## src/design/sidr_pkg.sv

```systemverilog
// ----------------------------------------------------------------------------
// sidr_pkg
// Shared types and constants of the slot ID resistor detector.
// ----------------------------------------------------------------------------
`timescale 1ns / 1ps

package sidr_pkg;

	// slot geometry
	localparam int NUM_SLOTS  = 4;
	localparam int SLOT_W     = 4;
	localparam int SLOT_IDX_W = (NUM_SLOTS > 1) ? $clog2(NUM_SLOTS) : 1;

	// field widths
	localparam int SAMPLE_W  = 10;
	localparam int TICK_W    = 32;
	localparam int CLASS_W   = 3;
	localparam int KIND_W    = 2;
	localparam int RANGE_W   = 20;
	localparam int TRIAL_W   = 8;
	localparam int NUM_RANGES = 5;

	// configuration port
	localparam int CFG_IDX_W  = 3;
	localparam int CFG_DATA_W = 32;

	typedef enum logic [CFG_IDX_W-1:0] {
		REG_RANGE0  = 3'd0,
		REG_RANGE1  = 3'd1,
		REG_RANGE2  = 3'd2,
		REG_RANGE3  = 3'd3,
		REG_RANGE4  = 3'd4,
		REG_TRIAL   = 3'd5,
		REG_RESCAN  = 3'd6,
		REG_UNUSED  = 3'd7
	} cfg_reg_t;

	// register reset values
	localparam logic [RANGE_W-1:0] RANGE0_RST = 20'd193536;
	localparam logic [RANGE_W-1:0] RANGE1_RST = 20'd225470;
	localparam logic [RANGE_W-1:0] RANGE2_RST = 20'd301282;
	localparam logic [RANGE_W-1:0] RANGE3_RST = 20'd445740;
	localparam logic [RANGE_W-1:0] RANGE4_RST = 20'd885356;
	localparam logic [TRIAL_W-1:0] TRIAL_RST  = 8'd10;
	localparam logic [TICK_W-1:0]  RESCAN_RST = 32'd10000;

	// class and event codes
	localparam logic [CLASS_W-1:0] CLASS_EMPTY = 3'd5;

	typedef enum logic [KIND_W-1:0] {
		EV_NONE   = 2'd0,
		EV_CLOSE  = 2'd1,
		EV_OPEN   = 2'd2,
		EV_RSVD   = 2'd3
	} ev_kind_t;

	// scan sequencer phases
	typedef enum logic [6:0] {
		PH_RESET  = 7'b0000001,
		PH_START  = 7'b0000010,
		PH_REPEAT = 7'b0000100,
		PH_END    = 7'b0001000,
		PH_CLOSE  = 7'b0010000,
		PH_OPEN   = 7'b0100000,
		PH_WAIT   = 7'b1000000
	} phase_t;

	typedef logic [NUM_RANGES-1:0][RANGE_W-1:0] range_set_t;

	// one result word
	typedef struct packed {
		logic [SLOT_W-1:0]  probe_slot;
		ev_kind_t           event_kind;
		logic [SLOT_W-1:0]  event_slot;
		logic [CLASS_W-1:0] event_class;
		logic               idle_wait;
	} result_t;

endpackage

```

## src/design/sidr_classify.sv

```systemverilog
// ----------------------------------------------------------------------------
// sidr_classify
// Maps one ID reading to a class: five inclusive ranges in priority order,
// empty class when none matches.
// ----------------------------------------------------------------------------
`timescale 1ns / 1ps

module sidr_classify
	import sidr_pkg::*;
(
	input  range_set_t          ranges,
	input  logic [SAMPLE_W-1:0] sample,
	output logic [CLASS_W-1:0]  cls
);

	logic [NUM_RANGES-1:0] hit;

	// parallel bound compares, upper bound in the high half
	always_comb begin
		for (int c = 0; c < NUM_RANGES; c++) begin
			hit[c] = (sample >= ranges[c][SAMPLE_W-1:0]) &&
			         (sample <= ranges[c][RANGE_W-1:SAMPLE_W]);
		end
	end

	// lowest matching range wins
	always_comb begin
		cls = CLASS_EMPTY;
		for (int c = NUM_RANGES - 1; c >= 0; c--) begin
			if (hit[c]) begin
				cls = CLASS_W'(c);
			end
		end
	end

endmodule

```

## src/design/sidr_out_buf.sv

```systemverilog
// ----------------------------------------------------------------------------
// sidr_out_buf
// Two-entry result buffer: an output register backed by a skid register, so
// a new word is taken while the output word waits.
// ----------------------------------------------------------------------------
`timescale 1ns / 1ps

module sidr_out_buf
	import sidr_pkg::*;
(
	input  logic    clk,
	input  logic    arst_n,
	input  logic    push,
	input  result_t push_data,
	output logic    full,
	output logic    out_valid,
	input  logic    out_ready,
	output result_t out_data
);

	logic    out_valid_q;
	logic    skid_valid_q;
	result_t out_q;
	result_t skid_q;
	logic    pop;

	assign pop       = out_valid_q && out_ready;
	assign full      = skid_valid_q;
	assign out_valid = out_valid_q;
	assign out_data  = out_q;

	// valid flags
	always_ff @(posedge clk or negedge arst_n) begin
		if (!arst_n) begin
			out_valid_q  <= 1'b0;
			skid_valid_q <= 1'b0;
		end else if (!out_valid_q || pop) begin
			out_valid_q  <= skid_valid_q || push;
			skid_valid_q <= 1'b0;
		end else if (push) begin
			skid_valid_q <= 1'b1;
		end
	end

	// data words
	always_ff @(posedge clk) begin
		if (!out_valid_q || pop) begin
			out_q <= skid_valid_q ? skid_q : push_data;
		end else if (push) begin
			skid_q <= push_data;
		end
	end

endmodule

```

## src/design/slot_id_resistor_detector.sv

```systemverilog
// ----------------------------------------------------------------------------
// slot_id_resistor_detector
// Round-robin scanner of plug-in slot ID resistors with debounced class
// changes, close/open events and a rescan wait.
// ----------------------------------------------------------------------------
// Usage:
//  - input channel (in_valid/in_ready) carries one step: the ADC reading of
//    the slot named by the last probe_slot, and the current tick time
//  - output channel (out_valid/out_ready) returns exactly one word per step:
//    next slot to probe, optional close/open event, and the wait flag
//  - the scan state updates at the accepting edge, where the result word is
//    registered into the output buffer; throughput is one step per cycle
//    while in_ready is high, set by the combinational classify and phase update
//  - a stalled receiver fills the output register, then a skid register;
//    in_ready drops only when both hold a word
//  - cfg_we writes register cfg_index from cfg_data at once; write only
//    while the block is idle
//  - reset restores register defaults, clears all slots to the empty class
//    and starts in the reset phase with the output buffer empty
// ----------------------------------------------------------------------------
`timescale 1ns / 1ps

module slot_id_resistor_detector
	import sidr_pkg::*;
(
	input  logic                  clk,
	input  logic                  arst_n,
	// configuration
	input  logic                  cfg_we,
	input  logic [CFG_IDX_W-1:0]  cfg_index,
	input  logic [CFG_DATA_W-1:0] cfg_data,
	// step input
	input  logic                  in_valid,
	output logic                  in_ready,
	input  logic [SAMPLE_W-1:0]   id_sample,
	input  logic [TICK_W-1:0]     now_ticks,
	// result output
	output logic                  out_valid,
	input  logic                  out_ready,
	output logic [SLOT_W-1:0]     probe_slot,
	output logic [KIND_W-1:0]     event_kind,
	output logic [SLOT_W-1:0]     event_slot,
	output logic [CLASS_W-1:0]    event_class,
	output logic                  idle_wait
);

	localparam logic [SLOT_W:0] NUM_SLOTS_V = (SLOT_W + 1)'(NUM_SLOTS);

	// configuration registers
	range_set_t          range_q;
	logic [TRIAL_W-1:0]  trial_q;
	logic [TICK_W-1:0]   rescan_q;

	// scan state
	phase_t              phase_q;
	logic [SLOT_W-1:0]   scan_slot_q;
	logic [CLASS_W-1:0]  slot_class_q [NUM_SLOTS];
	logic [CLASS_W-1:0]  cand_q;
	logic [TRIAL_W-1:0]  repeat_q;
	logic [TICK_W-1:0]   wake_q;

	// next state
	phase_t              phase_d;
	logic [SLOT_W-1:0]   scan_slot_d;
	logic [CLASS_W-1:0]  cand_d;
	logic [TRIAL_W-1:0]  repeat_d;
	logic [TICK_W-1:0]   wake_d;
	logic                slot_we;
	logic [CLASS_W-1:0]  slot_wdata;

	logic                accept;
	logic                buf_full;
	logic [CLASS_W-1:0]  sample_cls;
	logic [CLASS_W-1:0]  stored_cls;
	logic                slot_in_range;
	logic [SLOT_W:0]     slot_inc;
	result_t             res_d;
	result_t             res_out;

	assign in_ready = !buf_full;
	assign accept   = in_valid && in_ready;

	// config write port
	always_ff @(posedge clk or negedge arst_n) begin
		if (!arst_n) begin
			range_q[0] <= RANGE0_RST;
			range_q[1] <= RANGE1_RST;
			range_q[2] <= RANGE2_RST;
			range_q[3] <= RANGE3_RST;
			range_q[4] <= RANGE4_RST;
			trial_q    <= TRIAL_RST;
			rescan_q   <= RESCAN_RST;
		end else if (cfg_we) begin
			case (cfg_reg_t'(cfg_index))
				REG_RANGE0: range_q[0] <= cfg_data[RANGE_W-1:0];
				REG_RANGE1: range_q[1] <= cfg_data[RANGE_W-1:0];
				REG_RANGE2: range_q[2] <= cfg_data[RANGE_W-1:0];
				REG_RANGE3: range_q[3] <= cfg_data[RANGE_W-1:0];
				REG_RANGE4: range_q[4] <= cfg_data[RANGE_W-1:0];
				REG_TRIAL:  trial_q    <= cfg_data[TRIAL_W-1:0];
				REG_RESCAN: rescan_q   <= cfg_data[TICK_W-1:0];
				default: ;
			endcase
		end
	end

	sidr_classify u_classify (
		.ranges (range_q),
		.sample (id_sample),
		.cls    (sample_cls)
	);

	// stored class of the slot under scan
	assign slot_in_range = {1'b0, scan_slot_q} < NUM_SLOTS_V;
	assign stored_cls    = slot_in_range ? slot_class_q[scan_slot_q[SLOT_IDX_W-1:0]]
	                                     : CLASS_EMPTY;
	assign slot_inc      = {1'b0, scan_slot_q} + (SLOT_W + 1)'(1);

	// phase sequencer and result word
	always_comb begin
		phase_d     = phase_q;
		scan_slot_d = scan_slot_q;
		cand_d      = cand_q;
		repeat_d    = repeat_q;
		wake_d      = wake_q;
		slot_we     = 1'b0;
		slot_wdata  = CLASS_EMPTY;
		res_d       = '0;
		res_d.event_kind = EV_NONE;
		case (phase_q)
			PH_START: begin
				cand_d = sample_cls;
				if (sample_cls != stored_cls) begin
					repeat_d = '0;
					phase_d  = PH_REPEAT;
				end else begin
					phase_d  = PH_END;
				end
			end
			PH_REPEAT: begin
				if (sample_cls != cand_q) begin
					phase_d = PH_END;
				end else begin
					repeat_d = repeat_q + TRIAL_W'(1);
					if (repeat_q >= trial_q) begin
						phase_d = PH_CLOSE;
					end
				end
			end
			PH_CLOSE: begin
				res_d.event_kind  = EV_CLOSE;
				res_d.event_slot  = scan_slot_q;
				res_d.event_class = stored_cls;
				slot_we    = slot_in_range;
				slot_wdata = CLASS_EMPTY;
				phase_d    = PH_OPEN;
			end
			PH_OPEN: begin
				res_d.event_kind  = EV_OPEN;
				res_d.event_slot  = scan_slot_q;
				res_d.event_class = cand_q;
				slot_we    = slot_in_range;
				slot_wdata = cand_q;
				phase_d    = PH_END;
			end
			PH_END: begin
				if (slot_inc < NUM_SLOTS_V) begin
					scan_slot_d = slot_inc[SLOT_W-1:0];
					phase_d     = PH_START;
				end else begin
					scan_slot_d = '0;
					wake_d      = now_ticks + rescan_q;
					phase_d     = PH_WAIT;
				end
			end
			PH_WAIT: begin
				if (now_ticks >= wake_q) begin
					phase_d = PH_RESET;
				end
			end
			default: begin
				scan_slot_d = '0;
				phase_d     = PH_START;
			end
		endcase
		res_d.probe_slot = scan_slot_d;
		res_d.idle_wait  = (phase_d == PH_WAIT);
	end

	// scan state registers
	always_ff @(posedge clk or negedge arst_n) begin
		if (!arst_n) begin
			phase_q     <= PH_RESET;
			scan_slot_q <= '0;
			cand_q      <= CLASS_EMPTY;
			repeat_q    <= '0;
			wake_q      <= '0;
		end else if (accept) begin
			phase_q     <= phase_d;
			scan_slot_q <= scan_slot_d;
			cand_q      <= cand_d;
			repeat_q    <= repeat_d;
			wake_q      <= wake_d;
		end
	end

	// per-slot class table
	always_ff @(posedge clk or negedge arst_n) begin
		if (!arst_n) begin
			for (int i = 0; i < NUM_SLOTS; i++) begin
				slot_class_q[i] <= CLASS_EMPTY;
			end
		end else if (accept && slot_we) begin
			slot_class_q[scan_slot_q[SLOT_IDX_W-1:0]] <= slot_wdata;
		end
	end

	sidr_out_buf u_out_buf (
		.clk       (clk),
		.arst_n    (arst_n),
		.push      (accept),
		.push_data (res_d),
		.full      (buf_full),
		.out_valid (out_valid),
		.out_ready (out_ready),
		.out_data  (res_out)
	);

	assign probe_slot  = res_out.probe_slot;
	assign event_kind  = res_out.event_kind;
	assign event_slot  = res_out.event_slot;
	assign event_class = res_out.event_class;
	assign idle_wait   = res_out.idle_wait;

endmodule

```

## config.mk

```make
export PLATFORM = sky130hd
export DESIGN_NAME = slot_id_resistor_detector
export DESIGN_NICKNAME = d
export VERILOG_FILES = /design/src/design/sidr_pkg.sv /design/src/design/sidr_classify.sv /design/src/design/sidr_out_buf.sv /design/src/design/slot_id_resistor_detector.sv
export SDC_FILE = /design/constraint.sdc
export NUM_CORES = 1
export LEC_CHECK = 0
export ABC_AREA = 1
export BUFFER_PORTS_ARGS = -buffer_cell sky130_fd_sc_hd__buf_2
export CORE_MARGIN = 2
export CORE_UTILIZATION = 55
export DETAILED_ROUTE_END_ITERATION = 8
export PLACE_DENSITY = 0.73
export SETUP_SLACK_MARGIN = 0.1
export SYNTH_ARGS = -nofsm -noshare
export SYNTH_HDL_FRONTEND = slang
export SYNTH_SLANG_ARGS = --single-unit
```

## constraint.sdc

```tcl
create_clock -name clk -period 2.3 [get_ports clk]
set_input_delay 0.115 -clock clk [delete_from_list [all_inputs] [get_ports clk]]
set_output_delay 0.115 -clock clk [all_outputs]
set_load 0.05 [all_outputs]
```

# Word-level counts from Yosys, hierarchy flattened
# Cells that the tools add are included.
[op_classes] muxes=29 bitwise_logic=3 eq_ne=17 order_cmp=16 reduce_logical=29 addsub=3
[op_table] op=">= comparator 10 bit" count=5
[op_table] op="<= comparator 10 bit" count=5
[op_table] op="case mux 7 bit (6 select lines)" count=1
[op_table] op="adder 32 bit" count=1
[op_table] op=">= comparator 32 bit" count=1
[op_table] op="2-to-1 mux 7 bit" count=4
[op_table] op="2-to-1 mux 3 bit" count=9
[op_table] op="case mux 9 bit (2 select lines)" count=1
[op_table] op="AND reduction 2 bit" count=9
[op_table] op="2-to-1 mux 8 bit" count=2
[op_table] op="case mux 8 bit (2 select lines)" count=1
[op_table] op="== test 7 bit (second input constant)" count=2
[op_table] op="2-to-1 mux 14 bit" count=1
[op_table] op="bitwise mux 12 bit" count=1
[op_table] op="== test 3 bit (second input constant)" count=3
[op_table] op="logical AND 1 bit" count=9
[op_table] op="adder 8 x 1 -> 8 bit (second input constant)" count=1
[op_table] op=">= comparator 8 bit" count=1
[op_table] op="2-to-1 mux 4 bit" count=2
[op_table] op="case mux 4 bit (2 select lines)" count=1
[op_table] op="== test 7 x 2 -> 1 bit (second input constant)" count=1
[op_table] op="== test 7 x 3 -> 1 bit (second input constant)" count=1
[op_table] op="== test 7 x 4 -> 1 bit (second input constant)" count=1
[op_table] op="== test 7 x 5 -> 1 bit (second input constant)" count=1
[op_table] op="23 further kinds" count=33
[word_totals] out_inout_bits=16 ff_bits=236 elab_cells=125 inputBits=82

# Depth between registers and ports, before layout
[logic_depth] depth_word=12 depth_mapped=22 ltp_nobuf=22

# By module
# A second synthesis with hierarchy kept.
[unflattened] hier_cells=1896 hier_area_um2=15039.4
[modules_own_cells] mod="slot_id_resistor_detector" instances=1 area_each_um2=11167.0 cells_per_inst=1372
[modules_own_cells] mod="sidr_classify" instances=1 area_each_um2=2731.4 cells_per_inst=441
[modules_own_cells] mod="sidr_out_buf" instances=1 area_each_um2=1141.1 cells_per_inst=83

# Least setup slack after synthesis
# No wires, ideal clock.
[synth_timing] path_type="register to register" startpoint="register range_q[25] (netlist name)" endpoint="register repeat_q[2]" path_buffers=0 required_ps=2180 t_arrival_ps=2118 period_less_slack_ps=2238 path_slack_ps=62 stages_incl_launch_ff=19 cell_sequence="dfstp_2 > inv_1 > ha_1 > nand2_1 > inv_2 > nand2_1 > nand2_1 > nand2_1 > nand4_1 > nand2_4 > nand4_2 > nand2_1 > nand2_1 > nor2_1 > nand3_2 > nand2_4 > nor2_8 > nand2_2 > nand2_1"
[synth_between] elab_chain_cells=7
[synth_rtl] element="from (decl)" line="slot_id_resistor_detector.sv:50" text="range_set_t range_q;"
[synth_rtl] element=">= comparator 10 bit *" line="sidr_classify.sv:21" text="hit[c] = (sample >= ranges[c][SAMPLE_W-1:0]) &&"
[synth_rtl] element="logical AND 1 bit *" line="sidr_classify.sv:21"
[synth_rtl] element="2-to-1 mux 3 bit * (2 in series)" line="sidr_classify.sv:30" text="if (hit[c]) begin"
[synth_rtl] element="!= test 3 bit, on equally long branches" line="slot_id_resistor_detector.sv:141, slot_id_resistor_detector.sv:133"
[synth_rtl] element="!= test 2 bit (no line)"
[synth_rtl] element="AND reduction 4 bit (no line) *"
[synth_rtl] element="to (signal assigned)" line="slot_id_resistor_detector.sv:202" text="repeat_q <= repeat_d;"
[synth_rtl] element="to (decl)" line="slot_id_resistor_detector.sv:59" text="logic [TRIAL_W-1:0] repeat_q;"
# Every way passes the cells marked *; elsewhere a longest branch is shown, timed or not.
# A chain may end at the register's enable or synchronous reset.

# Final worst setup path
[layout_timing] startpoint="register range_q[41] (netlist name)" endpoint="register phase_q[3]"
[layout_between] elab_chain_cells=8
[layout_rtl] element=">= comparator 10 bit *" line="sidr_classify.sv:21"
[layout_rtl] element="logical AND 1 bit *" line="sidr_classify.sv:21"
[layout_rtl] element="2-to-1 mux 3 bit * (3 in series)" line="sidr_classify.sv:30"
[layout_rtl] element="!= test 3 bit, on equally long branches" line="slot_id_resistor_detector.sv:141, slot_id_resistor_detector.sv:133"
[layout_rtl] element="2-to-1 mux 7 bit / 2-to-1 mux 4 bit (equally long branches)" line="slot_id_resistor_detector.sv:141, slot_id_resistor_detector.sv:133"
[layout_rtl] element="case mux 7 bit (6 select lines) *" line="slot_id_resistor_detector.sv:130" text="case (phase_q)"
[layout_rtl] element="to (signal assigned)" line="slot_id_resistor_detector.sv:199" text="phase_q <= phase_d;"
[layout_rtl] element="to (decl)" line="slot_id_resistor_detector.sv:55" text="phase_t phase_q;"
# Marks and branches as above.

==> results by group <==
Outcome
  – Outcome: finished, violations left
  – Failing checks: negative setup slack

Clocking
  – CTS tree: yes
  – Skew-Pair Late Insertion Delay: 0.55 ns
  – Clock transition at path regs: 0.06 ns
  – CTS Buf Count: 27
  – H-tree levels: 1
  – Clk sinks: 236
  – Worst-case clock buffer depth: 3
  – Clk Tree Root Cell: clkbuf_16

Synth
  – Post-synth EDFFs: 28
  – Yosys reg bits: 236
  – Syn_area_per_cell: 8.06 µm²
  – Post-synthesis async set-or-reset flop share: 0.881
  – Library cells used by synthesis: 51
  – Syn_nets: 2121
  – Synth Area in XOR/XNOR: 0.0134
  – Post-Syn Area: 15000 µm²
  – Post-synthesis compound-gate area fraction: 0.124
  – Most used DFF post-synth: dfrtp_1
  – Main combinational cell family by area after synthesis: simple AND/OR/NAND/NOR gates
  – Sequential-to-total area share from yosys stat: 0.408
  – Synth Instances: 1862
  – Mux contribution to synthesized area: 0.00901
  – Synth Area in Simple Gates: 0.215
  – Adder-Cell Fraction of Synth Area: 0.148
  – YS warnings: 0

Critical path
  – R2R Path Start: range_q[41]$_DFFE_PN1P_
  – FF-to-FF End: phase_q[3]$_DFFE_PN0P_
  – Slowest CP cell: dfstp_2
  – Crit path buffers/inverters: 2
  – Startpoint Class: flop
  – R2R Setup Slk: -0.20 ns
  – Critical path's top delay family: simple AND/OR/NAND/NOR gates
  – Critical-path cell list: inv_1 -> ha_4 -> nand2_1 -> nor2_1 -> nand3_1 -> nand4_1 -> nand2_4 -> nand2_4 -> nand3_4 -> nand2_2 -> nand2_2 -> nor2_4 -> nand2_2 -> nand2_4 -> buf_6 -> nand3_2 -> nand2_1 -> o21ai_1
  – Setup crit end kind: flop
  – Type of the worst setup path: flop to flop
  – WP data required: 2.70 ns
  – Arr. time, crit path: 2.91 ns
  – Crit-path max FO: 4
  – R2r worst-path depth: 18
  – CP max stage delay: 0.53 ns

Job
  – Max_cap viols: 0

STA
  – Slew Limit Fails: 0
  – Period utilization: 1.09
  – RSZ-0062 raised after global routing: true
  – Max Freq: 400 MHz
  – Final Skew: 0.0171 ns
  – Setup violators final: 19
  – Final Critical Period: 2.50 ns
  – Slew HR: 0.506
  – Setup WS post-layout: -0.202 ns
  – Count of final hold-check violations: 0
  – Worst-margin pin slew: 0.738 ns

Floorplan
  – Initial Utilization: 0.558
  – Site row count: 60
  – Die area: 28600 µm²
  – Die height: 169 µm
  – Core ar.: 26900 µm²
  – Die Width: 169 µm
  – IO Count: 98

Cells and area
  – Number of antenna repair diodes: 0
  – Syn-to-layout area delta: 28.0%
  – Commonest cells after routing, fill and taps aside: nand2_1, inv_1, o21ai_0
  – Nets: 2337
  – Layout cell share with drive strength beyond 1: 0.282
  – Commonest non-fill, non-tap cell in the layout: nand2_1
  – Post-Layout Inst Area: 19200 µm²

Hold path
  – Hold Crit Class: primary input to flop
  – Hold endpoint: rescan_q[14]$_DFFE_PN0P_
  – Number of cells on the worst hold path: 3
  – Hold Path Origin: cfg_data[14]

Power and ir drop
  – NetSw: 5.83 mW
  – Logic pwr share: 0.375
  – Clock power frac: 0.289
  – Flop pwr share: 0.336
  – Leakage: 9.29 nW
  – Int Pwr: 10.5 mW
  – Sw Share: 0.358
  – Pwr per Cell Area: 849 nW/µm²
  – Worst vdd ir: 600 µV

Detailed routing
  – 1st-iter DRT viols: 1077
  – Remaining antenna violation count: 0
  – Drt drc: 0
  – Drt total wl: 41100 µm
  – Vias per inst: 5.51
  – DRT Pass-1 Iters: 5
  – Vias post-DR: 13400
  – Detail-routed net length per standard cell: 16.9 µm

Place
  – Port-buffer cells: 97
  – DP Area: 16400 µm²
  – Placer Congestion: 0.881
  – Pre-CTS setup slack: -0.236 ns
  – DP HPWL: 27100 µm

GRT
  – Vias in the first global route: 13000
  – First-pass GRT wire length: 63700 µm
  – Total grt overflow: 0
  – Largest net degree at the start of global routing: 58
  – Antenna violations before repair: 0
  – Overall routing resource usage: 0.276
[state kept, by name (all words and copies together), names as in the netlist]
| signal | flops |
|---|---|
| scan_slot_q | 4 |
| u_out_buf.skid_q | 14 |
| trial_q | 8 |
| range_q | 100 |
| repeat_q | 8 |
| u_out_buf.out_valid | 1 |
| u_out_buf.out_data | 14 |
| u_out_buf.full | 1 |
| slot_class_q | 12 |
| wake_q | 32 |
| rescan_q | 32 |
| phase_q | 7 |
| cand_q | 3 |
[per-layer routing]
layer  global-route usage  wire length (µm)  up-vias
li1                     -                 -     6508
met5                    0                 0        -
met4                0.106              1710        0
met1                0.356             17500     6378
met2                0.478             19800      438
met3               0.0315              2120      120
[repair_timing]
action,4_1_cts,5_1_grt
gates resized for setup,125,179
hold endpoints to repair,201,0
buffers inserted,15,26
hold buffers,24,0
endpoints found under the setup margin,31,46
pin swaps,81,101
[worst max-delay path by stage]
stage / start / end / slack (ns) / cells past startpoint
2_1_floorplan: range_q[78]$_DFFE_PN1P_ / repeat_q[2]$_DFFE_PN0P_ / 0.10 / 19
3_3_place_gp: range_q[45]$_DFFE_PN1P_ / repeat_q[4]$_DFFE_PN0P_ / -0.11 / 19
3_5_place_dp: range_q[99]$_DFFE_PN1P_ / repeat_q[7]$_DFFE_PN0P_ / -0.24 / 17
4_1_cts: range_q[17]$_DFFE_PN1P_ / repeat_q[2]$_DFFE_PN0P_ / -0.20 / 18
5_1_grt: range_q[49]$_DFFE_PN0P_ / repeat_q[1]$_DFFE_PN0P_ / -0.36 / 19
6_report: range_q[41]$_DFFE_PN1P_ / phase_q[3]$_DFFE_PN0P_ / -0.20 / 18
[area by class of cell]
type                            instances  area [µm²]
Multi-Input combinational cell       1298        8930
Fill cell                            1992        7670
Sequential cell                       236        6120
Timing Repair Buffer                  223        1660
Inverter                              292        1100
Clock buffer                           31         711
Tap cell                              341         427
Clock inverter                         18         259
[worst register-to-register path, delay by kind of cell (launching register included)]
| family | cells | cell delay [ns] |
|---|---|---|
| AOI/OAI and AO/OA | 1 | 0.08 |
| DFF | 1 | 0.53 |
| adders and majority gates | 1 | 0.27 |
| buffers and inverters | 2 | 0.18 |
| and+or+nand+nor | 14 | 1.30 |
[cells in the mapped netlist, types with 7 or more instances]
library cell  count  area [µm²]
o21ai_0         174         871
or2_2             8        50.1
a21oi_1          78         390
xnor2_1          12         105
nor2_2            7        43.8
edfxtp_1         28         841
o21bai_1         11        82.6
dfstp_2          62        1630
a21o_1           11        82.6
nand4_1          29         181
nand2_2          17         106
nor3_1           10        50.1
nand3_1          58         290
clkbuf_1         29         109
mux2_2           12         135
nor2_1          115         432
inv_2            14        52.6
ha_1            176        2200
dfrtp_1         146        3650
inv_1           278        1040
o21ai_1          43         215
nand2_1         472        1770
xor2_1           11        96.3
[logic make-up after synthesis]
logic type,Yosys count
AND/OR/NAND/NOR,741
AO/OA/AOI/OAI,345
buffers and inverters,328
flip-flops,236
adder cells (fa/ha/maj),177
XOR/XNOR,23
multiplexers,12
[stage by stage]
step,util,power [mW],cells,setup TNS [ns],hold slack [ns]
floorplan,-,8.63,1862,0,-0.181
global placement,0.609,9.89,2331,-0.795,0.112
detailed placement,0.609,10.1,2331,-1.85,0.119
CTS,0.679,15.4,2417,-1.79,0.000824
global route,0.715,17.3,2439,-5.59,0.0263
finish,0.715,16.3,2439,-2.63,0.00546
[power groups by stage]
stage | sequential, mW | combinational (mW) | clock [mW]
final | 5.48 | 6.12 | 4.71
after global routing | 5.55 | 6.77 | 4.94
after CTS | 5.44 | 5.19 | 4.78
after detailed placement | 5.48 | 4.60 | 0
after global placement | 5.46 | 4.43 | 0
after floorplan | 5.47 | 3.16 | 0
No activity file was read; power rests on OpenSTA's default activity.
